--- config.mk ---
export PLATFORM = sky130hd
export DESIGN_NAME = npfs_scan
export DESIGN_NICKNAME = d
export VERILOG_FILES = /design/src/rtl/npfs_pkg.sv /design/src/rtl/npfs_scan.sv
export SDC_FILE = /design/constraint.sdc
export NUM_CORES = 1
export LEC_CHECK = 0
export BUFFER_PORTS_ARGS = -buffer_cell sky130_fd_sc_hd__buf_2
export CORE_MARGIN = 2
export CORE_UTILIZATION = 58
export CTS_CLUSTER_SIZE = 25
export DETAILED_ROUTE_END_ITERATION = 6
export GPL_ROUTABILITY_DRIVEN = 0
export HOLD_SLACK_MARGIN = 0.06
export PLACE_DENSITY = 0.76
export SLEW_MARGIN = 20
export SYNTH_ARGS = -nofsm -noshare
export SYNTH_HDL_FRONTEND = slang
export SYNTH_SLANG_ARGS = --single-unit
--- constraint.sdc ---
create_clock -name clk -period 9.45 [get_ports clk]
set_clock_uncertainty 0.1 [all_clocks]
set_input_delay 1.89 -clock clk [delete_from_list [all_inputs] [get_ports clk]]
set_output_delay 1.89 -clock clk [all_outputs]
set_load 0.01 [all_outputs]
--- src/rtl/npfs_pkg.sv ---
package npfs_pkg;

  localparam logic CMD_WRITE = 1'b0;
  localparam logic CMD_QUERY = 1'b1;

  localparam int COORD_W = 16;
  localparam int FACE_W  = 3;
  localparam int IDX_W   = 9;
  localparam int DIST_W  = 33;
  localparam int COUNT_W = 10;

  typedef struct packed {
    logic               cmd;
    logic [IDX_W-1:0]   entry_index;
    logic [COORD_W-1:0] pos_x;
    logic [COORD_W-1:0] pos_y;
    logic [FACE_W-1:0]  face_tag;
  } npfs_item_t;

  typedef struct packed {
    logic              found;
    logic [IDX_W-1:0]  nearest_index;
    logic [DIST_W-1:0] nearest_dist_sq;
  } npfs_result_t;

  // one table entry as stored in the point memory
  typedef struct packed {
    logic [COORD_W-1:0] x;
    logic [COORD_W-1:0] y;
    logic [FACE_W-1:0]  face;
  } npfs_point_t;

  typedef struct packed {
    logic [COORD_W-1:0] pos_x;
    logic [COORD_W-1:0] pos_y;
    logic [FACE_W-1:0]  face_tag;
  } npfs_query_t;

endpackage

--- src/rtl/npfs_scan.sv ---
module npfs_scan
  import npfs_pkg::*;
#(
  parameter int MAX_POINTS = 512,
  parameter int AW = (MAX_POINTS > 1) ? $clog2(MAX_POINTS) : 1,
  parameter int CW = $clog2(MAX_POINTS + 1)
) (
  input  logic         clk,
  input  logic         rst,
  input  logic         start,
  input  npfs_query_t  query,
  input  logic [CW-1:0] count,
  output logic         rd_en,
  output logic [AW-1:0] rd_addr,
  input  npfs_point_t  rd_data,
  output logic         done,
  output npfs_result_t result
);

  typedef enum logic [1:0] {S_IDLE, S_ISSUE, S_DRAIN} state_t;

  state_t             state;
  npfs_query_t        q;
  logic [CW-1:0]      count_q;
  logic [CW-1:0]      rd_cnt;
  logic [CW-1:0]      rd_cnt_next;

  // stage 1: memory data valid; stage 2: abs diffs; stage 3: squares
  logic               v1, v2, v3;
  logic [AW-1:0]      idx1, idx2, idx3;
  logic               match2, match3;
  logic [COORD_W-1:0] dx, dy;
  logic [COORD_W-1:0] dx_next, dy_next;
  logic [2*COORD_W-1:0] sqx, sqy;
  logic [DIST_W-1:0]  dsum;

  logic               hit;
  logic [AW-1:0]      best_idx;
  logic [DIST_W-1:0]  best;

  assign rd_cnt_next = rd_cnt + 1'b1;
  assign rd_en       = (state == S_ISSUE);
  assign rd_addr     = rd_cnt[AW-1:0];

  assign dx_next = (rd_data.x >= q.pos_x) ? rd_data.x - q.pos_x : q.pos_x - rd_data.x;
  assign dy_next = (rd_data.y >= q.pos_y) ? rd_data.y - q.pos_y : q.pos_y - rd_data.y;
  assign dsum    = {1'b0, sqx} + {1'b0, sqy};

  assign done = (state == S_DRAIN) && !v1 && !v2 && !v3;

  assign result.found           = hit;
  assign result.nearest_index   = hit ? IDX_W'(best_idx) : '0;
  assign result.nearest_dist_sq = hit ? best : '0;

  always_ff @(posedge clk) begin
    if (rst) begin
      state <= S_IDLE;
      v1    <= 1'b0;
      v2    <= 1'b0;
      v3    <= 1'b0;
      hit   <= 1'b0;
    end else begin
      v1 <= rd_en;
      v2 <= v1;
      v3 <= v2;
      unique case (state)
        S_IDLE: begin
          if (start) begin
            q       <= query;
            count_q <= count;
            rd_cnt  <= '0;
            hit     <= 1'b0;
            state   <= (count == '0) ? S_DRAIN : S_ISSUE;
          end
        end
        S_ISSUE: begin
          rd_cnt <= rd_cnt_next;
          if (rd_cnt_next == count_q) begin
            state <= S_DRAIN;
          end
        end
        S_DRAIN: begin
          if (done) begin
            state <= S_IDLE;
          end
        end
        default: state <= S_IDLE;
      endcase
      // strict less-than keeps the first minimum in table order
      if (v3 && match3 && (!hit || dsum < best)) begin
        hit      <= 1'b1;
        best     <= dsum;
        best_idx <= idx3;
      end
    end
  end

  always_ff @(posedge clk) begin
    idx1   <= rd_cnt[AW-1:0];
    idx2   <= idx1;
    dx     <= dx_next;
    dy     <= dy_next;
    match2 <= (rd_data.face == q.face_tag);
    idx3   <= idx2;
    match3 <= match2;
    sqx    <= dx * dx;
    sqy    <= dy * dy;
  end

`ifndef NO_ASSERTIONS
  a_start_leaves_idle: assert property (@(posedge clk) disable iff (rst)
    start && state == S_IDLE |=> state != S_IDLE)
    else $error("scan did not start");

  a_issue_in_range: assert property (@(posedge clk) disable iff (rst)
    state == S_ISSUE |-> rd_cnt < count_q)
    else $error("read beyond active count");

  a_best_in_range: assert property (@(posedge clk) disable iff (rst)
    hit && state != S_IDLE |-> CW'(best_idx) < count_q)
    else $error("best index beyond active count");

  a_pipe_only_busy: assert property (@(posedge clk) disable iff (rst)
    v1 || v2 || v3 |-> state != S_IDLE)
    else $error("pipeline active while idle");
`endif

endmodule

Yosys cells after proc, flatten, opt, wreduce, memory -nomap -nowiden
Cells that the tools add are included.
{ "op_classes": {"n_reduce_logical": 20, "shifts": 0, "multipliers": 2, "n_addsub": 6, "bitwise_logic": 1, "n_lt_le_gt_ge": 3, "n_div": 0, "mux": 14, "eq_ne": 7} }
{ "op_table": {"columns": ["operator", "count"], "rows": [
  ["16-bit by 16-bit multiplier with 32-bit output", 2],
  ["16-bit subtractor", 4],
  ["32-bit by 32-bit adder with 33-bit output", 1],
  ["33-bit < comparator", 1],
  ["33-bit 2-to-1 mux", 1],
  ["16-bit greater-or-equal comparator", 2],
  ["16-bit 2-to-1 mux", 2],
  ["10-bit one-hot mux with 2 select lines", 1],
  ["10-bit by 1-bit adder with 10-bit output, second input constant", 1],
  ["10-bit equality test", 1],
  ["10-bit zero test", 1],
  ["10-bit 2-to-1 mux", 1],
  ["9-bit 2-to-1 mux", 1],
  ["3-bit AND reduction", 3],
  ["2-bit 2-to-1 mux", 4],
  ["2-bit one-hot mux with 3 select lines", 1],
  ["2-bit nonzero test", 3],
  ["1-bit logical AND", 5],
  ["1-bit zero test", 4],
  ["2-bit inequality test, second input constant", 2],
  ["2-bit AND reduction", 2],
  ["3-bit equality test", 1],
  ["1-bit 2-to-1 mux", 3],
  ["2-bit by 1-bit equality test with 1-bit output, second input constant", 1],
  ["other kinds (5)", 5]
]} }
{ "totals": {"memories": 0, "romBits": 0, "out_inout_bits": 54, "wordCells": 74, "latch_bits": 0, "mem_bits_rw": 0, "input_bits": 83, "regBits": 228} }

Logic depth before layout (Yosys ltp)
{ "logic_depth": {"depth_word": 6, "mapped_depth": 25, "depth_no_buf": 24} }

Least setup slack after synthesis
Ideal clock, no wire load.
{ "synth_timing": {"path_kind": "register to register", "startpoint": "register dy[1]", "endpoint": "register sqy[31]", "synth_period_minus_slack_ps": 6301, "arrival_time_ps": 6129, "n_path_buf": 2, "path_stages_with_launch": 23, "slack_ps": 3149, "cell_sequence": "dfxtp_1 > clkbuf_1 > clkbuf_1 > nand2_1 > fa_1 > fa_1 > inv_1 > fa_1 > fa_1 > fa_1 > inv_1 > fa_1 > inv_1 > ha_1 > a21oi_1 > o21ai_1 > a221o_1 > a2111oi_4 > o41ai_2 > a2111oi_2 > o21bai_1 > a21oi_1 > xnor2_1"} }
{ "synth_via": {"elab_chain_cells": 1} }
{ "synth_lines": {"columns": ["element", "line", "source"], "rows": [
  ["start, declared", "npfs_scan.sv:32", "logic [COORD_W-1:0] dx, dy;"],
  ["start signal, assigned", "npfs_scan.sv:102", "dy <= dy_next;"],
  ["16-bit by 16-bit multiplier with 32-bit output", "npfs_scan.sv:107", "sqy <= dy * dy;"],
  ["end signal, assigned", "npfs_scan.sv:107", null],
  ["end, declared", "npfs_scan.sv:34", "logic [2*COORD_W-1:0] sqx, sqy;"]
]} }
No other way between the ends.
A chain may end at the register's enable or synchronous reset.

Final worst setup path
{ "layout_timing": {"startpoint": "register dy[3]", "endpoint": "register sqy[31]"} }
Same word-level chain as after synthesis.

==> flow_metrics.tcl <==
set metrics [dict create \
    fin_nets 3569 \
    ios 137 \
    cp_max_fo 15 \
    die_area_um2 46300 \
    setup.worst_path.end_class "flip-flop" \
    avgSynthCellArea_um2 9.44 \
    hold_buffers 0 \
    grt_use_total 0.243 \
    coreArea_um2 44100 \
    drc_errors 0 \
    cts_root_buf "clkbuf_16" \
    clock-sinks 226 \
    wl_per_cell_um 16.0 \
    grt-ovfl-total 0 \
    synthCells 2738 \
    synth-adder-area-share 0.413 \
    arrival_ps 7300 \
    timing.fmax_mhz 144 \
    required_ps 9830 \
    synth_compound_area_frac 0.101 \
    cts_setup_buffers 0 \
    fillCellCount 3657 \
    clk_pin_slew_ps 60 \
    synth_warnings 0 \
    synth-xor-area-share 0.0461 \
    synth_edf_count 97 \
    status "complete, no violations" \
    synth_area_um2 25800 \
    rows 77 \
    dp_hpwl_um 45100 \
    ys_seq_area_frac 0.213 \
    final_cell_area_um2 27900 \
    drv_slew 0 \
    cts_tree "yes" \
    synth-seq-cells 226 \
    place_area_um2 27000 \
    rsz0062_at_grt "false" \
    mostFrequentLayoutCell "inv_1" \
    setup_violations 0 \
    cts_repair_resize_count 0 \
    die_w_um 215 \
    crit_type "reg2reg" \
    ys_types 71 \
    ctsLongestPathBuffers 3 \
    period_minus_slack_ps 6920 \
    rrSetupSlack_ps 2530 \
    period_share 0.732 \
    die_height_um 215 \
    synthSimpleGateAreaFrac 0.112 \
    ant_nets 0 \
    area_growth_pct 7.96 \
    drive_gt1_frac 0.0776 \
    clock_latency_ps 550 \
    synth_top_family_by_area "adder cells" \
    relSlewSlack 0.267 \
    setup_tns_ps 0 \
    htree_levels 1 \
    grt_pass1_wl_um 92500 \
    cts_buffers 26 \
    synth_ff_type "dfxtp_1" \
    io_buffer_count 136 \
    vias 18700 \
    hold_violations 0 \
    synthMuxAreaShare 0.0110 \
    final_cell_mix "inv_1 (624), ha_1 (329), fa_1 (328)" \
    first_pass_iters 7 \
    routed_wl_um 55000 \
    grt_max_degree 47 \
    holdCritPathClass "reg2reg" \
    grt_pass1_vias 20000 \
    initial_core_util 0.586 \
    drt_iter0_markers 892 \
    cap_violations 0 \
    antenna_found_initial 1 \
    async_flop_share 0 \
    syn_nets 3478 \
    worst_slew_pin_slew_ps 1100 \
    vias_per_cell 5.42 \
    cp-start-kind "flip-flop" \
]
[cell families (layout without fill, tap and decap cells)]
group	after synthesis	after routing
simple gates	597	597
xor+xnor	136	136
fa+ha+maj	657	657
flops	226	226
buf+inv	702	813
compound gates	392	392
other cells	0	1
mux	28	28
[per-stage QoR]
| stage | cells | setup slack, ps | utilization | hold WS [ps] |
|---|---|---|---|---|
| finish | 3442 | 2530 | 0.632 | 226 |
| global route | 3441 | 2180 | 0.632 | 230 |
| CTS | 3441 | 2550 | 0.632 | 227 |
| detailed placement | 3393 | 2560 | 0.611 | 212 |
| global placement | 3393 | 2790 | 0.611 | 212 |
| floorplan | 2738 | 3150 | - | 210 |
[Yosys cell counts (all sizes together), types with 4 or more instances]
cell       n  area (µm²)
or2        7        43.8
o21bai    17         128
edfxtp    97        2910
a211o      5        43.8
a2111oi    4        60.1
o31ai      8        60.1
nand3     22         110
nand2b    21         131
a21boi    11        82.6
a21oi     97         485
clkbuf    59         221
o211ai    10        75.1
nor2b     20         125
nor4       6        37.5
a221o      4        40.0
nand2    201         754
o21a      22         165
nand4     12        75.1
or3        6        37.5
fa       328        6570
xor2      48         420
and3      20         125
o21ai     81         405
nor3      25         125
a21o      64         480
dfxtp    129        2580
xnor2     88         771
and2     123         769
buf       19         116
ha       329        4120
mux2i     25         250
nor2     120         450
a31oi     17         106
a211oi    16         130
inv      624        2340
nor3b      4        30.0
a31o       8        70.1
[final cells by class]
class                           instances  area (µm²)  area share
Timing Repair Buffer                  141         718      0.0257
Clock inverter                         21         245     0.00879
Clock buffer                           27         676      0.0242
Antenna cell                            1        2.50   0.0000897
Sequential cell                       226        5500       0.197
Multi-Input combinational cell       1810       17700       0.634
Inverter                              624        2340      0.0840
Tap cell                              592         741      0.0266
[final timing paths]
check,to,start,cells after the start
setup / recovery,sqy[31],dy[3],21
hold / removal,idx3[7],idx2[7],0
setup reg to reg,sqy[31],dy[3],21
hold reg to reg,idx3[7],idx2[7],0
[per-layer routing]
| layer | vias to the layer above | GRT usage | wire length [µm] | share of wire |
|---|---|---|---|---|
| met1 | 9125 | 0.303 | 22500 | 0.41 |
| met4 | 2 | 0.0910 | 2060 | 0.037 |
| li1 | 8852 | - | - | - |
| met2 | 542 | 0.423 | 26800 | 0.49 |
| met5 | - | 0 | 13 | 0.00024 |
| met3 | 138 | 0.0437 | 3630 | 0.066 |
[worst max-delay path, stage by stage, from the launching register on]
cell and delay, ps:
dfxtp_1 740, inv_1 240, nor2_1 260, ha_1 290
xor2_1 190, fa_1 540, inv_1 50, fa_1 500
fa_1 510, fa_1 490, inv_1 50, fa_1 470
inv_1 40, ha_1 350, and3_1 200, a221o_1 380
a2111oi_4 460, o41ai_2 190, a2111oi_2 370, o21bai_1 120
a21oi_1 200, xnor2_1 130
[registers in the layout (all words and copies together) (netlist names), 2 cells and up]
name and count:
dx 16, best 33, dy 16, state 2, idx3 9, sqx 31, idx1 9, idx2 9
sqy 31, count_q 10, rd_cnt 10, best_idx 9, q 35
Power is not shown: default switching activity piles up to over one toggle a cycle in this logic, so the estimate is an artifact.
